File: src/rtl/ster_pkg.sv
// shared types and constants of the sensor threshold event reporter
`default_nettype none

package ster_pkg;

    // zone codes
    typedef enum logic [1:0] {
        ZONE_NONE     = 2'd0,
        ZONE_BELOW    = 2'd1,
        ZONE_IN_RANGE = 2'd2,
        ZONE_ABOVE    = 2'd3
    } zone_t;

    // result kinds
    typedef enum logic {
        KIND_EVENT  = 1'b0,
        KIND_REPORT = 1'b1
    } kind_t;

    // input actions
    typedef enum logic {
        ACT_SAMPLE = 1'b0,
        ACT_READ   = 1'b1
    } action_t;

    // configuration register indexes
    typedef enum logic [2:0] {
        CFG_LOWER    = 3'd0,
        CFG_UPPER    = 3'd1,
        CFG_HYST     = 3'd2,
        CFG_MIN_TIME = 3'd3,
        CFG_MAX_TIME = 3'd4
    } cfg_index_t;

    localparam int VALUE_W     = 16;
    localparam int CFG_INDEX_W = 3;
    localparam int CFG_DATA_W  = 16;

    // work for the back end: up to one event and one report
    typedef struct packed {
        logic                has_event;
        zone_t               event_zone;
        logic                has_report;
        zone_t               report_zone;
        logic [VALUE_W-1:0]  report_value;
    } cmd_t;

endpackage

`default_nettype wire

File: src/rtl/ster_if.sv
// request channel interfaces: sample input, result output, configuration write
`default_nettype none

interface ster_in_if;
    import ster_pkg::*;
    logic                valid;
    logic                ready;
    logic                action;
    logic [VALUE_W-1:0]  sample_value;
    modport source (output valid, output action, output sample_value, input ready);
    modport sink   (input valid, input action, input sample_value, output ready);
endinterface

interface ster_out_if;
    import ster_pkg::*;
    logic                valid;
    logic                ready;
    logic                result_kind;
    logic [1:0]          zone;
    logic [VALUE_W-1:0]  report_value;
    logic                last_of_run;
    modport source (output valid, output result_kind, output zone, output report_value,
                    output last_of_run, input ready);
    modport sink   (input valid, input result_kind, input zone, input report_value,
                    input last_of_run, output ready);
endinterface

interface ster_cfg_if;
    import ster_pkg::*;
    logic                   valid;
    logic                   ready;
    logic [CFG_INDEX_W-1:0] index;
    logic [CFG_DATA_W-1:0]  data;
    modport source (output valid, output index, output data, input ready);
    modport sink   (input valid, input index, input data, output ready);
endinterface

`default_nettype wire

File: src/rtl/ster_front.sv
// front end: configuration registers, zone classification, report timing
`default_nettype none

module ster_front (
    input  wire logic          clk,
    input  wire logic          rst_n,
    ster_cfg_if.sink           cfg_ch,
    ster_in_if.sink            in_ch,
    input  wire logic          q_full,
    output logic               push,
    output ster_pkg::cmd_t     cmd
);
    import ster_pkg::*;

    // configuration registers
    logic signed [15:0] lower_reg, lower_next;
    logic signed [15:0] upper_reg, upper_next;
    logic [7:0]         hyst_reg, hyst_next;
    logic [7:0]         min_time_reg, min_time_next;
    logic [7:0]         max_time_reg, max_time_next;

    // thresholds widened by the hysteresis, kept in step with the registers
    logic [11:0]        h_reg, h_next;
    logic signed [17:0] lo_m_h_reg, lo_m_h_next;
    logic signed [17:0] lo_p_h_reg, lo_p_h_next;
    logic signed [17:0] hi_m_h_reg, hi_m_h_next;
    logic signed [17:0] hi_p_h_reg, hi_p_h_next;

    // block state
    zone_t              cur_zone_reg, cur_zone_next;
    zone_t              prev_zone_reg, prev_zone_next;
    logic [15:0]        lrv_reg, lrv_next;
    zone_t              lrz_reg, lrz_next;
    logic [15:0]        timer_reg, timer_next;

    logic               cfg_wr;
    logic               in_acc;
    logic signed [17:0] v_ext;
    logic signed [17:0] lo_ext;
    logic signed [17:0] hi_ext;
    logic signed [17:0] h_ext;
    zone_t              raw_zone;
    logic               take;
    zone_t              new_zone;
    logic               zone_changed;
    logic [15:0]        timer_inc;
    logic signed [16:0] diff;
    logic [16:0]        diff_abs;
    logic               do_report;

    assign cfg_ch.ready = 1'b1;
    assign in_ch.ready  = !q_full;
    assign cfg_wr       = cfg_ch.valid && cfg_ch.ready;
    assign in_acc       = in_ch.valid && in_ch.ready;

    // register writes
    always_comb
    begin
        lower_next    = lower_reg;
        upper_next    = upper_reg;
        hyst_next     = hyst_reg;
        min_time_next = min_time_reg;
        max_time_next = max_time_reg;
        if (cfg_wr)
        begin
            case (cfg_ch.index)
                CFG_LOWER:    lower_next    = cfg_ch.data;
                CFG_UPPER:    upper_next    = cfg_ch.data;
                CFG_HYST:     hyst_next     = cfg_ch.data[7:0];
                CFG_MIN_TIME: min_time_next = cfg_ch.data[7:0];
                CFG_MAX_TIME: max_time_next = cfg_ch.data[7:0];
                default:      ;
            endcase
        end
    end

    // hysteresis in hundredths and the four widened bounds
    always_comb
    begin
        h_next      = {1'b0, hyst_next, 3'b000} + {3'b000, hyst_next, 1'b0};
        h_ext       = $signed({6'b000000, h_next});
        lo_ext      = {{2{lower_next[15]}}, lower_next};
        hi_ext      = {{2{upper_next[15]}}, upper_next};
        lo_m_h_next = lo_ext - h_ext;
        lo_p_h_next = lo_ext + h_ext;
        hi_m_h_next = hi_ext - h_ext;
        hi_p_h_next = hi_ext + h_ext;
    end

    // zone classification with hysteresis
    always_comb
    begin
        v_ext = {{2{in_ch.sample_value[15]}}, in_ch.sample_value};
        if (v_ext < $signed({{2{lower_reg[15]}}, lower_reg}))
            raw_zone = ZONE_BELOW;
        else if (v_ext >= $signed({{2{upper_reg[15]}}, upper_reg}))
            raw_zone = ZONE_ABOVE;
        else
            raw_zone = ZONE_IN_RANGE;

        take = (h_reg == 12'd0) || (cur_zone_reg == ZONE_NONE) || (raw_zone != prev_zone_reg)
            || ((raw_zone == ZONE_BELOW) && (v_ext < lo_m_h_reg))
            || ((raw_zone == ZONE_ABOVE) && (v_ext > hi_p_h_reg))
            || ((raw_zone == ZONE_IN_RANGE) && ((v_ext > lo_p_h_reg) || (v_ext < hi_m_h_reg)));
        new_zone     = take ? raw_zone : cur_zone_reg;
        zone_changed = (new_zone != cur_zone_reg);
    end

    // report timer and value movement
    always_comb
    begin
        timer_inc = (timer_reg == 16'hFFFF) ? timer_reg : timer_reg + 16'd1;
        diff      = $signed({lrv_reg[15], lrv_reg}) - $signed({in_ch.sample_value[15],
                                                                in_ch.sample_value});
        diff_abs  = diff[16] ? 17'(-diff) : 17'(diff);
        do_report = (timer_inc > {8'd0, min_time_reg})
            && ((timer_inc > {8'd0, max_time_reg}) || (diff_abs > {5'd0, h_reg}));
    end

    // state update and command to the back end
    always_comb
    begin
        cur_zone_next  = cur_zone_reg;
        prev_zone_next = prev_zone_reg;
        lrv_next       = lrv_reg;
        lrz_next       = lrz_reg;
        timer_next     = timer_reg;
        push           = 1'b0;
        cmd            = '0;
        if (cfg_wr && (cfg_ch.index == CFG_MAX_TIME))
            timer_next = {8'd0, cfg_ch.data[7:0]};
        if (in_acc)
        begin
            if (in_ch.action == ACT_READ)
            begin
                push             = 1'b1;
                cmd.has_report   = 1'b1;
                cmd.report_zone  = lrz_reg;
                cmd.report_value = lrv_reg;
            end
            else
            begin
                if (zone_changed)
                begin
                    prev_zone_next = cur_zone_reg;
                    cur_zone_next  = new_zone;
                end
                cmd.has_event  = zone_changed && (cur_zone_reg != ZONE_NONE);
                cmd.event_zone = new_zone;
                if (do_report)
                begin
                    timer_next       = 16'd0;
                    lrv_next         = in_ch.sample_value;
                    lrz_next         = new_zone;
                    cmd.has_report   = 1'b1;
                    cmd.report_zone  = new_zone;
                    cmd.report_value = in_ch.sample_value;
                end
                else
                begin
                    timer_next = timer_inc;
                end
                push = cmd.has_event || cmd.has_report;
            end
        end
    end

    // registers
    always_ff @(posedge clk or negedge rst_n)
    begin
        if (!rst_n)
        begin
            lower_reg     <= '0;
            upper_reg     <= '0;
            hyst_reg      <= '0;
            min_time_reg  <= '0;
            max_time_reg  <= '0;
            h_reg         <= '0;
            lo_m_h_reg    <= '0;
            lo_p_h_reg    <= '0;
            hi_m_h_reg    <= '0;
            hi_p_h_reg    <= '0;
            cur_zone_reg  <= ZONE_NONE;
            prev_zone_reg <= ZONE_NONE;
            lrv_reg       <= '0;
            lrz_reg       <= ZONE_NONE;
            timer_reg     <= '0;
        end
        else
        begin
            lower_reg     <= lower_next;
            upper_reg     <= upper_next;
            hyst_reg      <= hyst_next;
            min_time_reg  <= min_time_next;
            max_time_reg  <= max_time_next;
            h_reg         <= h_next;
            lo_m_h_reg    <= lo_m_h_next;
            lo_p_h_reg    <= lo_p_h_next;
            hi_m_h_reg    <= hi_m_h_next;
            hi_p_h_reg    <= hi_p_h_next;
            cur_zone_reg  <= cur_zone_next;
            prev_zone_reg <= prev_zone_next;
            lrv_reg       <= lrv_next;
            lrz_reg       <= lrz_next;
            timer_reg     <= timer_next;
        end
    end

endmodule

`default_nettype wire

File: src/rtl/ster_queue.sv
// command queue between front and back end
`default_nettype none

module ster_queue #(
    parameter int DEPTH = 4
) (
    input  wire logic             clk,
    input  wire logic             rst_n,
    input  wire logic             push,
    input  wire ster_pkg::cmd_t   push_data,
    output logic                  full,
    input  wire logic             pop,
    output logic                  empty,
    output ster_pkg::cmd_t        head
);
    import ster_pkg::*;

    localparam int PTR_W = $clog2(DEPTH);
    localparam int CNT_W = $clog2(DEPTH + 1);

    cmd_t             mem_reg [DEPTH];
    logic [PTR_W-1:0] wr_ptr_reg, wr_ptr_next;
    logic [PTR_W-1:0] rd_ptr_reg, rd_ptr_next;
    logic [CNT_W-1:0] count_reg, count_next;

    assign full  = (count_reg == CNT_W'(DEPTH));
    assign empty = (count_reg == '0);
    assign head  = mem_reg[rd_ptr_reg];

    // pointer and fill count
    always_comb
    begin
        wr_ptr_next = wr_ptr_reg;
        rd_ptr_next = rd_ptr_reg;
        count_next  = count_reg;
        if (push)
            wr_ptr_next = (wr_ptr_reg == PTR_W'(DEPTH - 1)) ? '0 : wr_ptr_reg + 1'b1;
        if (pop)
            rd_ptr_next = (rd_ptr_reg == PTR_W'(DEPTH - 1)) ? '0 : rd_ptr_reg + 1'b1;
        if (push && !pop)
            count_next = count_reg + 1'b1;
        else if (pop && !push)
            count_next = count_reg - 1'b1;
    end

    always_ff @(posedge clk or negedge rst_n)
    begin
        if (!rst_n)
        begin
            wr_ptr_reg <= '0;
            rd_ptr_reg <= '0;
            count_reg  <= '0;
        end
        else
        begin
            wr_ptr_reg <= wr_ptr_next;
            rd_ptr_reg <= rd_ptr_next;
            count_reg  <= count_next;
        end
    end

    // entry storage
    always_ff @(posedge clk)
    begin
        if (push)
            mem_reg[wr_ptr_reg] <= push_data;
    end

    // no overflow, no underflow
    a_no_push_full: assert property (@(posedge clk) disable iff (!rst_n)
        full |-> !push)
        else $error("push into full queue");
    a_no_pop_empty: assert property (@(posedge clk) disable iff (!rst_n)
        empty |-> !pop)
        else $error("pop from empty queue");
    a_count_range: assert property (@(posedge clk) disable iff (!rst_n)
        count_reg <= CNT_W'(DEPTH))
        else $error("queue count beyond depth");

endmodule

`default_nettype wire

File: src/rtl/ster_back.sv
// back end: expands commands into results behind an output register
`default_nettype none

module ster_back (
    input  wire logic             clk,
    input  wire logic             rst_n,
    input  wire logic             q_empty,
    input  wire ster_pkg::cmd_t   head,
    output logic                  pop,
    ster_out_if.source            out_ch
);
    import ster_pkg::*;

    logic               valid_reg, valid_next;
    logic               phase_reg, phase_next;
    logic               kind_reg, kind_next;
    logic [1:0]         zone_reg, zone_next;
    logic [VALUE_W-1:0] value_reg, value_next;
    logic               last_reg, last_next;
    logic               fire;

    assign out_ch.valid        = valid_reg;
    assign out_ch.result_kind  = kind_reg;
    assign out_ch.zone         = zone_reg;
    assign out_ch.report_value = value_reg;
    assign out_ch.last_of_run  = last_reg;

    // output register loads from the queue head when it is empty or being drained
    assign fire = !q_empty && (!valid_reg || out_ch.ready);

    // event first, then report
    always_comb
    begin
        valid_next = valid_reg && !out_ch.ready;
        phase_next = phase_reg;
        kind_next  = kind_reg;
        zone_next  = zone_reg;
        value_next = value_reg;
        last_next  = last_reg;
        pop        = 1'b0;
        if (fire)
        begin
            valid_next = 1'b1;
            if (head.has_event && !phase_reg)
            begin
                kind_next  = KIND_EVENT;
                zone_next  = head.event_zone;
                value_next = '0;
                last_next  = !head.has_report;
                phase_next = head.has_report;
                pop        = !head.has_report;
            end
            else
            begin
                kind_next  = KIND_REPORT;
                zone_next  = head.report_zone;
                value_next = head.report_value;
                last_next  = 1'b1;
                phase_next = 1'b0;
                pop        = 1'b1;
            end
        end
    end

    always_ff @(posedge clk or negedge rst_n)
    begin
        if (!rst_n)
        begin
            valid_reg <= 1'b0;
            phase_reg <= 1'b0;
        end
        else
        begin
            valid_reg <= valid_next;
            phase_reg <= phase_next;
        end
    end

    always_ff @(posedge clk)
    begin
        kind_reg  <= kind_next;
        zone_reg  <= zone_next;
        value_reg <= value_next;
        last_reg  <= last_next;
    end

    // split command stays at the head with its report pending
    a_phase_head: assert property (@(posedge clk) disable iff (!rst_n)
        phase_reg |-> (!q_empty && head.has_event && head.has_report))
        else $error("pending report without matching queue head");
    a_phase_valid: assert property (@(posedge clk) disable iff (!rst_n)
        phase_reg |-> valid_reg)
        else $error("pending report while output register empty");
    a_event_fields: assert property (@(posedge clk) disable iff (!rst_n)
        (valid_reg && (kind_reg == KIND_EVENT)) |-> ((value_reg == '0) && (zone_reg != ZONE_NONE)))
        else $error("malformed zone change event");

endmodule

`default_nettype wire

File: src/rtl/sensor_threshold_event_reporter.sv
// Window comparator with hysteresis and timed status reports.
// Channels: in_ch takes a request (action, sample_value); action 0 classifies a
// sample, action 1 reads back the last reported value and zone. out_ch gives one
// request per result (result_kind, zone, report_value, last_of_run); a sample
// causes zero, one or two results, a zone change event ahead of a status report.
// cfg_ch writes register index/data; it is always ready. The user must see that
// it is written only while the block is idle; the block does not enforce this.
// Writing max_report_time also loads the report timer. An accepted item passes
// through the queue and then the output register before its first result is
// valid. The front end takes one item per cycle while the queue is not full and
// pushes its work into a QUEUE_DEPTH entry queue; the back end drives one result
// per cycle through its output register while out_ch.ready is high, so the
// sustained rate is one result per cycle; the two results of an item leave in turn.
// Stall: while out_ch.ready is low the output register holds, the queue fills,
// and in_ch.ready drops once the queue is full.
// Reset: all front-end registers, zones, the timer and the last reported value clear to
// zero; the queue and output register empty.
`default_nettype none

module sensor_threshold_event_reporter #(
    parameter int QUEUE_DEPTH = 4
) (
    input  wire logic  clk,
    input  wire logic  rst_n,
    ster_cfg_if.sink   cfg_ch,
    ster_in_if.sink    in_ch,
    ster_out_if.source out_ch
);
    import ster_pkg::*;

    logic push;
    cmd_t push_cmd;
    logic q_full;
    logic q_empty;
    logic pop;
    cmd_t head;

    // classification and state
    ster_front u_front (
        .clk    (clk),
        .rst_n  (rst_n),
        .cfg_ch (cfg_ch),
        .in_ch  (in_ch),
        .q_full (q_full),
        .push   (push),
        .cmd    (push_cmd)
    );

    // decoupling queue
    ster_queue #(
        .DEPTH (QUEUE_DEPTH)
    ) u_queue (
        .clk       (clk),
        .rst_n     (rst_n),
        .push      (push),
        .push_data (push_cmd),
        .full      (q_full),
        .pop       (pop),
        .empty     (q_empty),
        .head      (head)
    );

    // result emission
    ster_back u_back (
        .clk     (clk),
        .rst_n   (rst_n),
        .q_empty (q_empty),
        .head    (head),
        .pop     (pop),
        .out_ch  (out_ch)
    );

endmodule

`default_nettype wire
File: src/flat_wrapper.sv
// flat-port wrapper written by rule: the top's interface ports become plain ports
module sensor_threshold_event_reporter_flat import ster_pkg::*;
#(
    parameter int QUEUE_DEPTH = 4
)
  (clk, rst_n, cfg_ch_valid, cfg_ch_index, cfg_ch_data, cfg_ch_ready, in_ch_valid, in_ch_action, in_ch_sample_value, in_ch_ready, out_ch_valid, out_ch_result_kind, out_ch_zone, out_ch_report_value, out_ch_last_of_run, out_ch_ready);
  ster_cfg_if cfg_ch_i ();
  ster_in_if in_ch_i ();
  ster_out_if out_ch_i ();
  input  wire logic clk;
  input  wire logic rst_n;
  input wire logic [$bits(cfg_ch_i.valid)-1:0] cfg_ch_valid;
  input wire logic [$bits(cfg_ch_i.index)-1:0] cfg_ch_index;
  input wire logic [$bits(cfg_ch_i.data)-1:0] cfg_ch_data;
  output wire logic [$bits(cfg_ch_i.ready)-1:0] cfg_ch_ready;
  input wire logic [$bits(in_ch_i.valid)-1:0] in_ch_valid;
  input wire logic [$bits(in_ch_i.action)-1:0] in_ch_action;
  input wire logic [$bits(in_ch_i.sample_value)-1:0] in_ch_sample_value;
  output wire logic [$bits(in_ch_i.ready)-1:0] in_ch_ready;
  output wire logic [$bits(out_ch_i.valid)-1:0] out_ch_valid;
  output wire logic [$bits(out_ch_i.result_kind)-1:0] out_ch_result_kind;
  output wire logic [$bits(out_ch_i.zone)-1:0] out_ch_zone;
  output wire logic [$bits(out_ch_i.report_value)-1:0] out_ch_report_value;
  output wire logic [$bits(out_ch_i.last_of_run)-1:0] out_ch_last_of_run;
  input wire logic [$bits(out_ch_i.ready)-1:0] out_ch_ready;
  assign cfg_ch_i.valid = cfg_ch_valid;
  assign cfg_ch_i.index = cfg_ch_index;
  assign cfg_ch_i.data = cfg_ch_data;
  assign cfg_ch_ready = cfg_ch_i.ready;
  assign in_ch_i.valid = in_ch_valid;
  assign in_ch_i.action = in_ch_action;
  assign in_ch_i.sample_value = in_ch_sample_value;
  assign in_ch_ready = in_ch_i.ready;
  assign out_ch_valid = out_ch_i.valid;
  assign out_ch_result_kind = out_ch_i.result_kind;
  assign out_ch_zone = out_ch_i.zone;
  assign out_ch_report_value = out_ch_i.report_value;
  assign out_ch_last_of_run = out_ch_i.last_of_run;
  assign out_ch_i.ready = out_ch_ready;
  sensor_threshold_event_reporter #(.QUEUE_DEPTH(QUEUE_DEPTH)) u_core (.clk(clk), .rst_n(rst_n), .cfg_ch(cfg_ch_i), .in_ch(in_ch_i), .out_ch(out_ch_i));
endmodule
File: config.mk
export PLATFORM = sky130hd
export DESIGN_NAME = sensor_threshold_event_reporter_flat
export DESIGN_NICKNAME = d
export VERILOG_FILES = /design/src/rtl/ster_pkg.sv /design/src/rtl/ster_if.sv /design/src/rtl/ster_front.sv /design/src/rtl/ster_queue.sv /design/src/rtl/ster_back.sv /design/src/rtl/sensor_threshold_event_reporter.sv /design/src/flat_wrapper.sv
export SDC_FILE = /design/constraint.sdc
export NUM_CORES = 1
export LEC_CHECK = 0
export BUFFER_PORTS_ARGS = -buffer_cell sky130_fd_sc_hd__buf_4
export CORE_UTILIZATION = 50
export CTS_CLUSTER_SIZE = 25
export DETAILED_ROUTE_END_ITERATION = 8
export PLACE_DENSITY = 0.67
export SYNTH_ARGS = -nofsm -noshare
export SYNTH_HDL_FRONTEND = slang
export SYNTH_SLANG_ARGS = --single-unit
File: constraint.sdc
create_clock -name clk -period 5.9 [get_ports clk]
set_input_delay 0 -clock clk [delete_from_list [all_inputs] [get_ports clk]]
set_output_delay 0 -clock clk [all_outputs]
set_load 0.005 [all_outputs]
==> summary.txt, run 1 <==
Global routing
  – Initial antenna violation count: 0
  – Vias in the first global route: about 13,000
  – Total GRT Usage: between 20 and 25%
  – Gr ovfl total: 0
  – Largest net degree at the start of global routing: 76
  – First-pass GRT wire length: 65,000 µm

Pwr
  – Peak VDD IR: 0.305 mV
  – Sequential share of power: between 20% and 30%
  – PwrDens: 534 nW/µm²
  – Clock group share of total power: 19.4%
  – Sw Pwr: 4.12 mW
  – Leak Pwr: around 8.8 nW
  – Internal Pwr Total: roughly 6.4 mW
  – Switch share: 39.2%
  – Comb pwr share: around half

Placed design
  – Placed instance area: around 18,000 µm²
  – PortBufs: 62
  – Placer Congestion: between 0.9 and 1
  – DP HPWL: 30,200 µm
  – Pre-CTS setup slack: ~250 ps

Worst setup path
  – Critical path arrival: approximately 5900 ps
  – Req. time, crit path: around 6300 ps
  – Crit path launch type: register
  – Worst Setup EP: u_core.u_queue.count_reg[1]
  – CP Launch Point: u_core.u_front.lrv_reg[0]
  – Slowest cell on the critical path: or4_4
  – Critical Path Sink Type: register
  – Crit path depth: 23
  – Reg-to-Reg Start: u_core.u_front.lrv_reg[0]
  – Crit-path most repeated cell: ha_1
  – Crit path largest cell delay: between 400 and 500 ps
  – CP max FO: 4
  – Buf+Inv Stages, Crit Path: 3
  – CP top delay family: adder cells
  – Critical path type: register to register
  – R2R setup slack: roughly 400 ps
  – RR Endpoint: u_core.u_queue.count_reg[1]
  – Worst-case reg-to-reg path depth: 23
  – Crit path cell chain: inv_1, ha_1, fa_1, nor2b_2, o221ai_1, buf_4, a21oi_1, xor2_1, or4_4, nor2_1, a21oi_1, xnor2_1, ha_1, nand4_1, o32a_1, a31oi_1, nand3_1, o211ai_1, a41oi_2, ha_1, inv_1, fa_1, mux2_2

Logic synthesis
  – Synthesized cell area: ~17,000 µm²
  – Async SR Flop Fraction: between 60 and 70%
  – Mean Syn Cell Area: 10.7 µm²
  – Synth Area in Compound Gates: between 10% and 20%
  – Synth top area share: between 20 and 30%
  – Post-Synth XOR/XNOR Area: between 3 and 4%
  – #FFs+latches synth: 282
  – Main combinational cell family by area after synthesis: adder cells
  – Most common cell in the netlist: inv_1
  – Syn nets: about 1,800
  – Ranking of synthesized cells by area: dfrtp_1 (25%), edfxtp_1 (19%), ha_1 (14%)
  – Yosys cell types: 77
  – Number of flops mapped to enable cells by yosys: 108
  – Synthesized instance count: 1,602
  – Top_reg_cell synth: dfrtp_1
  – Ys Warns: 0
  – Register area share after synthesis: around 44%
  – Post-synthesis simple-gate area fraction: 10.8%
  – Post-synth top cells: inv_1 (208), ha_1 (195), dfrtp_1 (174), edfxtp_1 (108), nand2_1 (90)
  – Mux contribution to synthesized area: 6.95%
  – Synth area leader: dfrtp_1
  – Adder-Cell Fraction of Synth Area: between 10% and 20%

Routing
  – Initial DRC Count: roughly 610
  – Via count: approximately 12,000
  – Final ANT Viol Nets: 0
  – Post-Route WL: between 30,000 and 40,000 µm
  – TritonRoute pass-1 iters: 7
  – Vias/cell: 5.63
  – DRC: 0
  – Routed len/inst: roughly 18 µm

Clock network
  – Sink Count: approximately 280
  – Worst-skew pair later-pin latency: 570 ps
  – Clock transition at the registers of the reported paths: about 60 ps
  – CTS buffer count: 29
  – CTS tree: done
  – Clk root buf: clkbuf_16
  – Bufs on Longest Clock Path: 3
  – CTS HTree Levels: 1

Run status
  – Result of the run: finished, final reports clean

Flow run
  – Max cap viols: 0

Finish
  – ANT cells: 0
  – Largest register FFs: between 80 and 90
  – Final core occ: 58.5%
  – Area growth syn-to-layout: 15.0%
  – Layout cells sized above 1: between 10% and 20%
  – FILL cells: between 2,000 and 3,000
  – Cell area after layout: slightly below 20,000 µm²
  – Nets@finish: a little under 2,000

Timing
  – Final Cycle Share: 93.2%
  – Final setup TNS: 0 ps
  – Final Critical Period: between 5000 and 6000 ps
  – Final Hold Viols: 0
  – Achievable frequency: between 150 and 200 MHz
  – Final setup vio count: 0
  – Worst Skew: approximately 17 ps
  – Slew HR: between 40% and 50%
  – Worst Max-Slew Pin Slew: between 800 and 900 ps
  – Final Max Slew Viols: 0
  – Slack of the critical path: about 400 ps
  – RSZ-0062 raised after global routing: no

Floorplanning
  – FP Rows: between 60 and 70
  – Die area: about 35,000 µm²
  – Die X: 187 µm
  – Core region area: roughly 34,000 µm²
  – Starting density of the core: 50.9%
  – Boundary Pins: between 60 and 70
  – Die span in y: approximately 190 µm

Min path
  – HP Class: input pin to register
  – Hold Startpoint: in_ch_valid
[worst min-delay path by stage]
| stage | cells after the start | end | slack, ps |
|---|---|---|---|
| floorplan | 0 | u_core.u_back.out_ch.valid | -300 |
| global placement | 1 | u_core.u_front.hyst_reg[3] | 90 |
| detailed placement | 1 | u_core.u_front.hyst_reg[4] | 90 |
| CTS | 3 | u_core.u_queue.mem_reg[3][18] | 6 |
| global route | 3 | u_core.u_queue.mem_reg[3][18] | 30 |
| finish | 3 | u_core.u_queue.mem_reg[1][18] | 30 |
[power by group through the flow]
stage	logic (mW)	registers (mW)	clock network (mW)
2_1_floorplan	3.91	3.08	0
3_3_place_gp	5.11	3.14	0
3_5_place_dp	5.26	3.16	0
4_1_cts	5.32	3.13	2.07
5_1_grt	5.96	3.20	2.15
6_report	5.34	3.13	2.03
[kinds of logic (layout without fill, tap and decap cells)]
logic type | Yosys count | in the layout
compound gates | 345 | 345
flops | 282 | 282
buf+inv | 245 | 387
xor+xnor | 78 | 78
mux | 86 | 86
other cells | 1 | 1
fa+ha+maj | 202 | 202
simple gates | 363 | 363
[worst reg2reg max path, stage by stage (launching register included)]
cell	delay [ps]
dfrtp_1	340
inv_1	60
ha_1	210
fa_1	440
nor2b_2	190
o221ai_1	200
buf_4	200
a21oi_1	160
xor2_1	100
or4_4	440
nor2_1	140
a21oi_1	100
xnor2_1	160
ha_1	300
nand4_1	120
o32a_1	360
a31oi_1	230
nand3_1	110
o211ai_1	300
a41oi_2	210
ha_1	250
inv_1	70
fa_1	410
mux2_2	270
[through the flow]
stage	power (mW)	hold slack (ps)	instances
2_1_floorplan	7.00	-296	1602
5_1_grt	11.3	30.0	2192
6_report	10.5	34.3	2192
3_3_place_gp	8.24	91.4	2099
3_5_place_dp	8.42	93.0	2099
4_1_cts	10.5	5.73	2191
[cell type report]
class | instances | area (µm²) | area share [%]
multi-input combinational | 1075 | 8580 | 43.7
sequential | 282 | 7600 | 38.7
timing repair buffer | 127 | 1060 | 5.38
clock buffer | 36 | 792 | 4.03
inverter | 208 | 781 | 3.97
tap | 448 | 561 | 2.85
clock inverter | 16 | 280 | 1.43
[what timing repair did]
item                       4_1_cts  5_1_grt
setup endpoints to repair        0        2
hold buffers                    40        0
hold endpoints to repair       214        0
resized for setup                0        2
setup buffers                    0        1
[layout by cell type (no fill, tap or decap), drive strengths merged, types with 6 or more instances in the layout]
cell type | synthesis | final
nand3 | 30 | 30
o21a | 7 | 7
mux2 | 42 | 42
a211oi | 13 | 13
bufinv | 0 | 7
a21o | 21 | 21
a21oi | 80 | 80
xnor2 | 55 | 55
mux2i | 22 | 22
ha | 195 | 195
o211ai | 13 | 13
a22o | 17 | 17
o21bai | 16 | 16
nand2 | 90 | 90
and2 | 22 | 22
mux4 | 22 | 22
nor4 | 7 | 7
nor2 | 71 | 71
o22ai | 12 | 12
o21ai | 93 | 93
nor2b | 30 | 30
nor3 | 33 | 33
clkbuf | 27 | 36
clkinv | 0 | 7
dfrtp | 174 | 174
nand2b | 11 | 11
inv | 208 | 209
buf | 10 | 87
xor2 | 23 | 23
dlygate4sd3 | 0 | 40
and3 | 13 | 13
a2111oi | 6 | 6
edfxtp | 108 | 108
a31oi | 12 | 12
fa | 7 | 7
a221oi | 6 | 6
nand4 | 26 | 26
[layer usage]
metal	track usage, %	share of wire (%)
met1	30.2	45
met2	40.5	48
met3	2.57	3.8
met4	6.90	2.9
met5	0	0
No activity file was read; power rests on OpenSTA's default activity.
==> inputs of run 2 (changes only) <==
Settings changed: ABC_CLOCK_PERIOD_IN_PS from default to 5200.
Clock period 5.9 ns to 5.2 ns, I/O delays scaled along.
==> summary.txt, run 2 (synthesized netlist as in run 1, its figures left out) <==
Global routing
  – Vias in the first global route: ~13,000
  – Largest net degree at the start of global routing: around 100
  – First-pass GRT wire length: a little under 70,000 µm
  – Initial antenna violation count: 0
  – Total GRT Usage: around a quarter
  – Gr ovfl total: 0

Pwr
  – Comb pwr share: 51.7%
  – Sequential share of power: between 20% and 30%
  – Switch share: ~39%
  – Power Total: 12.4 mW
  – Leak Pwr: between 9 and 10 nW
  – PwrDens: a little over 600 nW/µm²
  – Clock group share of total power: roughly a fifth
  – Sw Pwr: 4.89 mW
  – Peak VDD IR: roughly 0.39 mV
  – Internal Pwr Total: roughly 7.6 mW

Timing
  – Final Critical Period: slightly above 5000 ps
  – Final Hold Viols: 0
  – RSZ-0062 raised after global routing: yes
  – Final Cycle Share: 98.2%
  – Worst Max-Slew Pin Slew: roughly 920 ps
  – Worst Skew: about 15 ps
  – Achievable frequency: slightly below 200 MHz
  – Final Max Slew Viols: 0
  – Final setup vio count: 0
  – Slew HR: a little under two fifths

Worst setup path
  – Critical Path Sink Type: register
  – CP max FO: 11
  – CP Launch Point: u_core.u_front.lrv_reg[3]
  – Reg-to-Reg Start: u_core.u_front.lrv_reg[3]
  – Crit path launch type: register
  – Critical path arrival: about 5500 ps
  – Critical path type: register to register
  – Req. time, crit path: between 5000 and 6000 ps

Routing
  – TritonRoute pass-1 iters: 5
  – Via count: roughly 13,000
  – Final ANT Viol Nets: 0
  – Post-Route WL: 42,400 µm
  – Routed len/inst: ~19 µm
  – Initial DRC Count: about 680
  – Vias/cell: 5.62
  – DRC: 0

Finish
  – Reg area: ~7600 µm²
  – FILL cells: 2,790
  – Footprint of the multi-input gates: roughly 8700 µm²
  – Finished Layout Cells: 2,235
  – Layout cells sized above 1: 14.8%
  – Largest register FFs: just under 90
  – Leading cell type in the layout, fill and taps excluded: inv_1
  – Commonest cells after routing, fill and taps aside: inv_1 (206), ha_1 (192), dfrtp_1 (174)
  – Area growth syn-to-layout: 18.0%
  – Nets@finish: between 2,000 and 2,500
  – ANT cells: 0

Floorplanning
  – Boundary Pins: 64
  – Core region area: ~34,000 µm²
  – Die X: about 190 µm
  – Die area: about 35,000 µm²
  – FP Rows: 67
  – Starting density of the core: roughly half
  – Die span in y: 187 µm

Run status
  – Result of the run: finished, final reports clean

Flow run
  – Max cap viols: 0

Clock network
  – CTS buffer count: 34
  – CTS HTree Levels: 2
  – Clk root buf: clkbuf_16
  – Clock transition at the registers of the reported paths: ~60 ps
  – Sink Count: roughly 280
  – CTS tree: done
  – Bufs on Longest Clock Path: 3
  – Worst-skew pair later-pin latency: roughly 520 ps

Min path
  – Hold Startpoint: cfg_ch_index[2]
  – HP Class: input pin to register

Placed design
  – DP HPWL: roughly 32,000 µm
  – PortBufs: 62
  – DP Cell Count: 2,127
  – Placer Congestion: about 0.95
==> run 2: what timing repair did <==
action,in CTS,in global routing
hold endpoints to repair,160,0
endpoints found under the setup margin,86,180
hold buffers,34,0
gates resized for setup,5,27
cloned,1,0
setup buffers,1,11
pin swaps,2,20
==> run 2: power groups by stage <==
| stage | combinational, mW | clock, mW | sequential (mW) |
|---|---|---|---|
| 6_report | 6.44 | 2.45 | 3.56 |
| 5_1_grt | 7.23 | 2.59 | 3.64 |
| 4_1_cts | 6.24 | 2.50 | 3.56 |
| 3_5_place_dp | 6.08 | 0 | 3.60 |
| 3_3_place_gp | 5.94 | 0 | 3.58 |
| 2_1_floorplan | 4.45 | 0 | 3.50 |
==> run 2: area by class of cell <==
class,instances,area share [%]
sequential,282,37.7
inverter,208,3.87
multi-input combinational,1076,43.2
clock inverter,21,1.30
tap,448,2.78
timing repair buffer,160,6.74
clock buffer,40,4.48
==> run 2: critical path: stages, from the launching register on <==
cell and delay, ps:
dfrtp_1 410, ha_2 470, o21a_1 170, o31a_1 220, o21ai_1 110, xnor2_1 180
or4_4 520, nor2_4 120, a31oi_1 90, xnor2_1 150, ha_1 310, nand4_1 90
o32a_1 370, a31oi_4 270, nand3_2 100, o211ai_1 280, a41oi_2 190, ha_2 220
inv_2 50, fa_1 400, mux2_2 260
==> run 2: per-layer routing <==
metal	vias up	global-route usage, %	part of all wire (%)
met5	-	0	0
met4	0	8.86	3.7
met3	84	2.50	4.5
met2	309	42.1	47
met1	6090	33.3	44
li1	6075	-	-
==> run 2: metrics by stage <==
stage          hold WS, ps  setup TNS [ps]  worst slack (ps)  instance area, µm²  utilization [%]
4_1_cts               7.84               0              6.81               20000             59.4
3_5_place_dp          61.9           -9480              -150               18400             54.7
5_1_grt               26.8           -4970              -176               20200             60.0
3_3_place_gp          56.4           -3640             -94.0               18400             54.7
2_1_floorplan         -296               0              34.7               17100                -
6_report              12.1               0              95.1               20200             60.0
==> run 2: worst paths after layout <==
check	depth (start not counted)	slack, ps	end
worst min-delay path	3	10	u_core.u_front.lo_p_h_reg[0]
worst max register to register	20	100	u_core.u_queue.count_reg[1]
min in group asynchronous	2	70	u_core.u_front.hi_p_h_reg[13]
worst min register to register	1	490	u_core.u_front.lrz_reg[1]
max in group asynchronous	3	4120	u_core.u_front.lrv_reg[0]
worst max-delay path	20	100	u_core.u_queue.count_reg[1]
